## src/trsf_pkg.sv

```systemverilog
// Shared types and constants for the two-reader shared FIFO.
package trsf_pkg;

  // Ring capacity in records; a power of two so positions wrap by truncation
  localparam int DEPTH  = 16;
  localparam int SLOT_W = $clog2(DEPTH);
  localparam int POS_W  = SLOT_W + 1;

  typedef logic [POS_W-1:0]  pos_t;
  typedef logic [SLOT_W-1:0] slot_t;

  typedef enum logic [1:0] {
    OP_INSERT = 2'd0,
    OP_REMOVE = 2'd1,
    OP_READ   = 2'd2,
    OP_QUERY  = 2'd3
  } op_t;

  typedef enum logic [1:0] {
    ST_OK      = 2'd0,
    ST_EMPTY   = 2'd1,
    ST_NO_NEW  = 2'd2,
    ST_FULL    = 2'd3
  } status_t;

  typedef struct packed {
    op_t         op;
    logic        consumer;
    logic        producer_done;
    logic [15:0] src_id;
    logic [63:0] value_bits;
    logic [31:0] time_stamp;
  } in_req_t;

  typedef struct packed {
    status_t     status;
    logic [15:0] out_sensor_id;
    logic [63:0] out_value;
    logic [31:0] out_time;
  } out_rsp_t;

  typedef struct packed {
    logic [15:0] src_id;
    logic [63:0] value;
    logic [31:0] stamp;
  } rec_t;

endpackage

```

## src/trsf_in_if.sv

```systemverilog
// Request channel: valid/ready handshake carrying one FIFO operation.
interface trsf_in_if import trsf_pkg::*; ();
  logic    valid;
  logic    ready;
  in_req_t data;

  modport source (output valid, output data, input ready);
  modport sink   (input valid, input data, output ready);
endinterface

```

## src/trsf_out_if.sv

```systemverilog
// Result channel: valid/ready handshake carrying one status and record.
interface trsf_out_if import trsf_pkg::*; ();
  logic     valid;
  logic     ready;
  out_rsp_t data;

  modport source (output valid, output data, input ready);
  modport sink   (input valid, input data, output ready);
endinterface

```

## src/two_reader_shared_fifo_core.sv

```systemverilog
// Two-reader shared FIFO of sensor records: pointer control, record store, result register.
//
//  channel   dir  handshake            payload
//  in_chan   in   valid/ready          op, consumer, producer_done, src_id, value_bits,
//                                      time_stamp
//  out_chan  out  valid/ready          status, out_sensor_id, out_value, out_time
//
// Pointers update at the accepting edge and the record store is read at that same edge into the
// result register, so one request enters per cycle while the result side is not stalled.
// Reset clears all four ring positions and the result valid; record storage is not cleared.
// While a result waits and out_chan.ready is low, in_chan.ready stays low.
module two_reader_shared_fifo_core import trsf_pkg::*; (
  input  logic             clk,
  input  logic             rst_n,
  trsf_in_if.sink          in_chan,
  trsf_out_if.source       out_chan
);

  pos_t    head_r, head_nxt;
  pos_t    tail_r, tail_nxt;
  pos_t    rp_data_r, rp_data_nxt;
  pos_t    rp_stor_r, rp_stor_nxt;

  logic    out_valid_r;
  status_t out_status_r;
  logic    out_rec_r;
  rec_t    rd_data_r;

  rec_t    mem [DEPTH];

  logic    accept;
  pos_t    count;
  logic    empty;
  logic    full;
  pos_t    rp_sel;
  pos_t    seen_data;
  pos_t    seen_stor;
  pos_t    seen_both;
  logic    unseen;
  status_t status_c;
  logic    rec_c;
  logic    wr_en;
  slot_t   rd_addr;
  in_req_t req;

  assign req     = in_chan.data;
  assign in_chan.ready = !out_valid_r || out_chan.ready;
  assign accept  = in_chan.valid && in_chan.ready;

  // Ring occupancy and per-consumer progress
  assign count     = tail_r - head_r;
  assign empty     = (count == '0);
  assign full      = (count >= pos_t'(DEPTH));
  assign rp_sel    = req.consumer ? rp_stor_r : rp_data_r;
  assign seen_data = rp_data_r - head_r;
  assign seen_stor = rp_stor_r - head_r;
  assign seen_both = (seen_data < seen_stor) ? seen_data : seen_stor;
  assign unseen    = (rp_sel != tail_r);

  // Decode the request and compute next positions
  always_comb begin
    head_nxt    = head_r;
    tail_nxt    = tail_r;
    rp_data_nxt = rp_data_r;
    rp_stor_nxt = rp_stor_r;
    status_c    = ST_OK;
    rec_c       = 1'b0;
    wr_en       = 1'b0;
    rd_addr     = rp_sel[SLOT_W-1:0];
    if (accept) begin
      unique case (req.op)
        OP_INSERT: begin
          if (full) begin
            status_c = ST_FULL;
          end else begin
            wr_en    = 1'b1;
            tail_nxt = tail_r + pos_t'(1);
          end
        end
        OP_REMOVE: begin
          if (empty) begin
            status_c = ST_EMPTY;
          end else begin
            rec_c    = 1'b1;
            rd_addr  = head_r[SLOT_W-1:0];
            head_nxt = head_r + pos_t'(1);
            if (rp_data_r == head_r) rp_data_nxt = head_r + pos_t'(1);
            if (rp_stor_r == head_r) rp_stor_nxt = head_r + pos_t'(1);
          end
        end
        OP_READ: begin
          if (empty) begin
            status_c = ST_EMPTY;
          end else if (req.producer_done && (seen_both != '0)) begin
            // drop a single fully seen record
            head_nxt = head_r + pos_t'(1);
            status_c = ST_NO_NEW;
          end else begin
            // reclaim everything both readers have seen
            head_nxt = head_r + seen_both;
            if (!unseen) begin
              status_c = ST_NO_NEW;
            end else begin
              rec_c = 1'b1;
              if (req.consumer) begin
                rp_stor_nxt = rp_stor_r + pos_t'(1);
              end else begin
                rp_data_nxt = rp_data_r + pos_t'(1);
              end
            end
          end
        end
        OP_QUERY: begin
          if (empty) begin
            status_c = ST_EMPTY;
          end else if (!unseen) begin
            status_c = ST_NO_NEW;
          end
        end
        default: status_c = ST_OK;
      endcase
    end
  end

  // Ring positions
  always_ff @(posedge clk) begin
    if (!rst_n) begin
      head_r    <= '0;
      tail_r    <= '0;
      rp_data_r <= '0;
      rp_stor_r <= '0;
    end else begin
      head_r    <= head_nxt;
      tail_r    <= tail_nxt;
      rp_data_r <= rp_data_nxt;
      rp_stor_r <= rp_stor_nxt;
    end
  end

  // Record store: write at the tail slot on insert
  always_ff @(posedge clk) begin
    if (wr_en) begin
      mem[tail_r[SLOT_W-1:0]] <= '{src_id: req.src_id,
                                   value:  req.value_bits,
                                   stamp:  req.time_stamp};
    end
  end

  // Record store: registered read, held while the result stalls
  always_ff @(posedge clk) begin
    if (accept) begin
      rd_data_r <= mem[rd_addr];
    end
  end

  // Result register
  always_ff @(posedge clk) begin
    if (!rst_n) begin
      out_valid_r <= 1'b0;
    end else if (in_chan.ready) begin
      out_valid_r <= accept;
    end
  end

  always_ff @(posedge clk) begin
    if (accept) begin
      out_status_r <= status_c;
      out_rec_r    <= rec_c;
    end
  end

  // Zero the record fields when no record is returned
  assign out_chan.valid              = out_valid_r;
  assign out_chan.data.status        = out_status_r;
  assign out_chan.data.out_sensor_id = out_rec_r ? rd_data_r.src_id : '0;
  assign out_chan.data.out_value     = out_rec_r ? rd_data_r.value  : '0;
  assign out_chan.data.out_time      = out_rec_r ? rd_data_r.stamp  : '0;

  // Occupancy never exceeds the ring capacity
  a_count_bound: assert property (@(posedge clk) disable iff (!rst_n)
    (pos_t'(tail_r - head_r) <= pos_t'(DEPTH)))
    else $error("ring occupancy above capacity");

  // Each read position stays between head and tail
  a_rp_data_in_ring: assert property (@(posedge clk) disable iff (!rst_n)
    (pos_t'(rp_data_r - head_r) <= pos_t'(tail_r - head_r)))
    else $error("data reader position outside ring");

  a_rp_stor_in_ring: assert property (@(posedge clk) disable iff (!rst_n)
    (pos_t'(rp_stor_r - head_r) <= pos_t'(tail_r - head_r)))
    else $error("storage reader position outside ring");

  // A rejected insert leaves the tail where it was
  a_full_holds_tail: assert property (@(posedge clk) disable iff (!rst_n)
    (accept && req.op == OP_INSERT && full) |=> (tail_r == $past(tail_r)))
    else $error("tail moved on insert into full ring");

endmodule

```

## src/flat_wrapper.sv

```systemverilog
// flat-port wrapper written by rule: the top's interface ports become plain ports
module two_reader_shared_fifo_core_flat import trsf_pkg::*;
  (clk, rst_n, in_chan_valid, in_chan_data, in_chan_ready, out_chan_valid, out_chan_data, out_chan_ready);
  trsf_in_if in_chan_i ();
  trsf_out_if out_chan_i ();
  input  logic clk;
  input  logic rst_n;
  input wire logic [$bits(in_chan_i.valid)-1:0] in_chan_valid;
  input wire logic [$bits(in_chan_i.data)-1:0] in_chan_data;
  output wire logic [$bits(in_chan_i.ready)-1:0] in_chan_ready;
  output wire logic [$bits(out_chan_i.valid)-1:0] out_chan_valid;
  output wire logic [$bits(out_chan_i.data)-1:0] out_chan_data;
  input wire logic [$bits(out_chan_i.ready)-1:0] out_chan_ready;
  assign in_chan_i.valid = in_chan_valid;
  assign in_chan_i.data = in_chan_data;
  assign in_chan_ready = in_chan_i.ready;
  assign out_chan_valid = out_chan_i.valid;
  assign out_chan_data = out_chan_i.data;
  assign out_chan_i.ready = out_chan_ready;
  two_reader_shared_fifo_core u_core (.clk(clk), .rst_n(rst_n), .in_chan(in_chan_i), .out_chan(out_chan_i));
endmodule
```

## config.mk

```make
export PLATFORM = sky130hd
export DESIGN_NAME = two_reader_shared_fifo_core_flat
export DESIGN_NICKNAME = d
export VERILOG_FILES = /design/src/trsf_pkg.sv /design/src/trsf_in_if.sv /design/src/trsf_out_if.sv /design/src/two_reader_shared_fifo_core.sv /design/src/flat_wrapper.sv
export SDC_FILE = /design/constraint.sdc
export NUM_CORES = 2
export LEC_CHECK = 0
export BUFFER_PORTS_ARGS = -buffer_cell sky130_fd_sc_hd__buf_4
export CAP_MARGIN = 20
export CORE_ASPECT_RATIO = 0.7
export CORE_MARGIN = 4
export CORE_UTILIZATION = 25
export DETAILED_ROUTE_END_ITERATION = 12
export GPL_ROUTABILITY_DRIVEN = 0
export REMOVE_ABC_BUFFERS = 1
export SYNTH_ARGS = -nofsm -noshare
export SYNTH_HDL_FRONTEND = slang
export SYNTH_SLANG_ARGS = --single-unit
```

## constraint.sdc

```tcl
create_clock -name clk -period 17.8 [get_ports clk]
set_input_delay 1.78 -clock clk [delete_from_list [all_inputs] [get_ports clk]]
set_output_delay 1.78 -clock clk [all_outputs]
set_load 0.01 [all_outputs]
```

* Yosys cells after proc, flatten, opt, wreduce, memory -nomap -nowiden
Memory sizes are Yosys's and may differ from the RTL's. A register that Yosys moved wholly into a read port is not among the register bits. Cells that the tools add are included.
Operators by class: $add $sub $neg 8, magnitude comparators 2, equal/unequal tests 14, multiplexer cells 43, bitwise operators 1, reductions and logical operators 12
Operator list (number):
- $mux 5 | 17
- $mux 64 | 1
- $mux 32 | 1
- $pmux 5 s2 | 3
- $add 5x1->5 const B | 4
- $mux 16 | 1
- $reduce_and 8->1 | 2
- $sub 5x5->5 | 3
- $mux 4 | 3
- $eq 5x5->1 | 2
- $mux 1 | 10
- $mux 2 | 5
- $ne 2x2->1 const B | 5
- $pmux 2 s4 | 1
- $ne 2x1->1 const B | 3
- $add 5x5->5 | 1
- $ge 5x5->1 const B | 1
- $logic_not 5->1 | 1
- $lt 5x5->1 | 1
- $ne 5x5->1 | 1
- $reduce_bool 5->1 | 1
- $eq 2x2->1 const B | 2
- $reduce_and 4->1 | 1
- $reduce_and 3->1 | 1
- 8 further kinds | 9
Word-level totals: flip-flop bits (word level) 24, memory bits (writable) 1792, bits of input ports 120, output and inout port bits 116, logic and storage cells 88, memories kept 1
Memory list:
- u_core.mem | depth 16, width 112, read ports 1, clocked after Yosys merged registers in 1, wr ports 1, RTL line two_reader_shared_fifo_core.sv:29 | rec_t mem [DEPTH];

* Depth between registers and ports, before layout
depth in word-level cells 8, gate-level depth with buffers 19, gate-level depth less buffers 19

* Least setup slack after synthesis
Ideal clock, no wire load.
path type in2reg, start input out_chan_ready, end memory u_core.mem[3][0] (netlist bit), enable pin, setup time 720 ps, arrival 14405 ps, slack 2675 ps, cell stages on the path 6, path buffers 0, cell sequence nand2b_1 > and2_0 > nand2_1 > nor2_1 > nand2_1 > nor3_1
Between the ends: word-level cells in the longest chain between the ends 5
Ends and longest elaborated chain:
- start, declared | RTL line flat_wrapper.sv:13 | input wire logic [$bits(out_chan_i.ready)-1:0] out_chan_ready;
- $logic_or 1x1->1 | RTL line two_reader_shared_fifo_core.sv:47 | assign in_chan.ready = !out_valid_r || out_chan.ready;
- $logic_and 1x1->1 | RTL line two_reader_shared_fifo_core.sv:48 | assign accept = in_chan.valid && in_chan.ready;
- net u_core.accept | RTL line two_reader_shared_fifo_core.sv:31 | logic accept;
- $mux 1 | RTL line two_reader_shared_fifo_core.sv:70 | if (accept) begin
- $mux 1 | RTL line two_reader_shared_fifo_core.sv:142 | if (wr_en) begin
- $mux 1 (implied by the code) | RTL line two_reader_shared_fifo_core.sv:143 | mem[tail_r[SLOT_W-1:0]] <= '{src_id: req.src_id,
- end, declared | RTL line two_reader_shared_fifo_core.sv:29
The timed path passes the listed nets, and every way through them passes these cells.

* Worst setup path in the final report
start register u_core.tail_r[0], end register, netlist name u_core.rd_data_r[105]
Between the ends: word-level cells in the longest chain between the ends 5
Ends and longest elaborated chain:
- start, declared | RTL line two_reader_shared_fifo_core.sv:20 | pos_t tail_r, tail_nxt;
- start signal, assigned | RTL line two_reader_shared_fifo_core.sv:134 | tail_r <= tail_nxt;
- $sub 5x5->5 | RTL line two_reader_shared_fifo_core.sv:51 | assign count = tail_r - head_r;
- $logic_not 5->1 | RTL line two_reader_shared_fifo_core.sv:52 | assign empty = (count == '0);
- $mux 4 | RTL line two_reader_shared_fifo_core.sv:81 | if (empty) begin
- $mux 4 | RTL line two_reader_shared_fifo_core.sv:71 | unique case (req.op)
- $mux 4 | RTL line two_reader_shared_fifo_core.sv:70
No other way between the ends. A chain may end at the register's enable or synchronous reset.

==> flow_metrics.py <==
metrics = {
    "synth": {
        "synth_top_cell_area_share": 0.773,
        "ys.flop_type": "edfxtp_1",
        "synth_edf_count": 1907,
        "ys_ff_latch": 1928,
        "yosysTopAreaCell": "edfxtp_1",
        "yosysSeqAreaShare": 0.779,
        "syn_area_um2": 74000,
        "synth.area.top_cells": "edfxtp_1 77%, mux2i_1 12%, o22ai_1 3.8%",
        "async_flop_share": 0,
        "syn_inst": 4005,
        "ys_types": 50,
        "yosysWarningCount": 0,
        "avgSynthCellArea_um2": 18.5,
    },
    "route": {
        "drt_iter0_markers": 3826,
        "final_antenna_net_count": 0,
        "wire_per_inst_um": 24.7,
        "dr.pass1.iters": 6,
        "routed_via_density": 4.58,
        "wirelength_mm": 208,
        "drc": 0,
        "num_vias": 38461,
    },
    "floorplanning": {
        "die_x_um": 658,
        "core-area_um2": 293000,
        "io_pins": 236,
        "initial_utilization": 0.252,
        "die_y_um": 463,
        "std_cell_rows": 166,
        "die_area_um2": 305000,
    },
    "setup_path": {
        "crit_type": "reg -> reg",
        "crit_required_ns": 18.34,
        "cp_data_arrival_time_ns": 8.36,
        "setup.worst_path.start_class": "flop",
        "crit_fanout": 65,
        "cp-end-kind": "flop",
    },
    "clock_network": {
        "clk-insertion-delay-late_ns": 0.85,
        "cts_hold_buf": 0,
        "cts_setup_buffers": 0,
        "root_buffer": "clkbuf_16",
        "ctsHtreeMaxLevel": 4,
        "cts_resized": 0,
        "numCtsBuffers": 198,
        "cts_tree": "built",
        "cts.clk_slew.worst_paths_ns": 0.07,
        "cts.sinks": 1928,
        "cts_buffer_depth": 4,
    },
    "min_path": {
        "hold_path_class": "reg -> reg",
    },
    "pwr": {
        "powerDensity_nw_per_um2": 114,
        "p_total_uw": 9920,
        "p_leak_uw": 0.0328,
        "peakVddDrop_uv": 75.0,
    },
    "global_route": {
        "overflow": 0,
        "antenna_found_initial": 37,
        "grt_pass1_vias": 38117,
        "grt_pass1_wl_mm": 290,
        "grt.total_usage": 0.131,
        "grt_max_degree": 145,
    },
    "timing": {
        "min_period_over_period": 0.440,
        "finClkSkew_ns": 0.109,
        "fmax_mhz": 128,
        "setup_viol": 0,
        "tightest_slew_ns": 1.15,
        "slew_headroom": 0.231,
        "rsz0062_at_grt": "no",
        "hold_viol_final": 0,
        "finalCriticalPeriod_ns": 7.83,
        "fin_ws_ns": 9.97,
        "slew_viol_final": 0,
        "hold_ws_ns": 0.567,
    },
    "flow_run": {
        "maxCapViolCount": 0,
    },
    "place": {
        "io_buffers": 235,
        "dp.final_hpwl_mm": 104,
        "place_ws_ns": 9.87,
    },
    "final_layout": {
        "postLayoutCoreUtil": 0.295,
        "layout_commonest_cell": "edfxtp_1",
        "area.growth.synth_to_final_pct": 17.1,
        "fill_cells": 28566,
        "layout.cells.most_common_list": "1,907 x edfxtp_1, 905 x mux2i_1, 455 x o22ai_1, 316 x buf_4, 198 x clkbuf_16",
        "nets": 4458,
        "drive_gt1_frac": 0.139,
    },
    "status": {
        "status": "finished, final reports clean",
    },
}
-- cells in the mapped netlist (all sizes together) (6+ instances only) --
| cell type | number |
|---|---|
| edfxtp | 1907 |
| buf | 121 |
| xor2 | 9 |
| dfxtp | 21 |
| clkbuf | 99 |
| inv | 20 |
| nor2 | 31 |
| nand2b | 8 |
| a21o | 6 |
| o22ai | 455 |
| mux2i | 906 |
| nand2 | 43 |
| nand3 | 9 |
| a21oi | 20 |
| or4 | 112 |
| and2 | 115 |
| xnor2 | 18 |
| nor3 | 10 |
| o21ai | 11 |
| ha | 32 |
| mux2 | 9 |
-- worst max-delay path, cell delays in order, from the launching register on --
cell and delay, ns:
dfxtp_1 0.45, inv_1 0.13, ha_1 0.25, fa_1 0.40, nand2b_1 0.16, a21oi_1 0.17
xnor2_1 0.22, o311ai_4 0.59, mux2i_4 0.36, buf_4 0.80, buf_4 0.88, buf_4 0.97
buf_4 0.99, mux2i_1 0.29, o22ai_1 0.11, or4_1 0.56
-- power breakdown --
group	internal, µW	switching [µW]
logic	352	495
registers	5060	32.0
clock network	2270	1710
-- per-stage QoR --
step / std cells / TNS, ns / instance area [µm²]
2_1_floorplan: 3785 / -6291.94 / 73000
3_3_place_gp: 8050 / 0 / 80600
3_5_place_dp: 8050 / 0 / 80600
4_1_cts: 8393 / 0 / 86700
5_1_grt: 8396 / 0 / 86700
6_report: 8404 / 0 / 86700
-- registers in the layout, indices dropped and copies added, names as in the netlist --
register               flops
u_core.rp_data_r           5
u_core.out_status_r        2
u_core.rd_data_r         112
u_core.out_chan.valid      1
u_core.head_r              5
u_core.mem              1792
u_core.tail_r              5
u_core.rp_stor_r           5
u_core.out_rec_r           1
-- final timing paths --
| check | start | endpoint | slack, ns | cells after the start |
|---|---|---|---|---|
| max | u_core.tail_r[0]$_SDFFE_PN0P_ | u_core.rd_data_r[105]$_DFFE_PP_ | 9.97 | 15 |
| min | u_core.out_chan.valid$_SDFFE_PN0N_ | u_core.out_chan.valid$_SDFFE_PN0N_ | 0.57 | 2 |
| max reg2reg | u_core.tail_r[0]$_SDFFE_PN0P_ | u_core.rd_data_r[105]$_DFFE_PP_ | 9.97 | 15 |
| min reg2reg | u_core.out_chan.valid$_SDFFE_PN0N_ | u_core.out_chan.valid$_SDFFE_PN0N_ | 0.57 | 2 |
-- cell type report --
type | instances | area, µm² | area share
flip-flops and latches | 1928 | 57700 | 0.665
multi-input cells | 1836 | 15500 | 0.178
clock buffers | 239 | 5110 | 0.0589
well taps | 3948 | 4940 | 0.0570
repair buffers | 317 | 2390 | 0.0276
clock inverters | 104 | 985 | 0.0114
inverters | 21 | 78.8 | 0.000909
diodes | 11 | 27.5 | 0.000318
-- cells by family (layout without fill, tap and decap cells) --
| family | count (synthesis) | after routing | synth area share |
|---|---|---|---|
| multiplexers | 915 | 915 | 0.124 |
| adder cells (fa/ha/maj) | 36 | 36 | 0.00649 |
| flip-flops | 1928 | 1928 | 0.779 |
| buffers and inverters | 241 | 681 | 0.0152 |
| AND/OR/NAND/NOR | 344 | 344 | 0.0282 |
| XOR/XNOR | 27 | 27 | 0.00330 |
| AO/OA/AOI/OAI | 514 | 514 | 0.0439 |
| other | 0 | 11 | 0 |
-- layer usage --
metal / track usage / wire, µm / vias up
met5: 0 / 132 / -
met4: 0.0279 / 3990 / 20
met3: 0.0304 / 14500 / 302
met2: 0.219 / 101000 / 1262
met1: 0.172 / 88200 / 20087
li1: - / - / 16790
(Power assumes the default switching activity.)
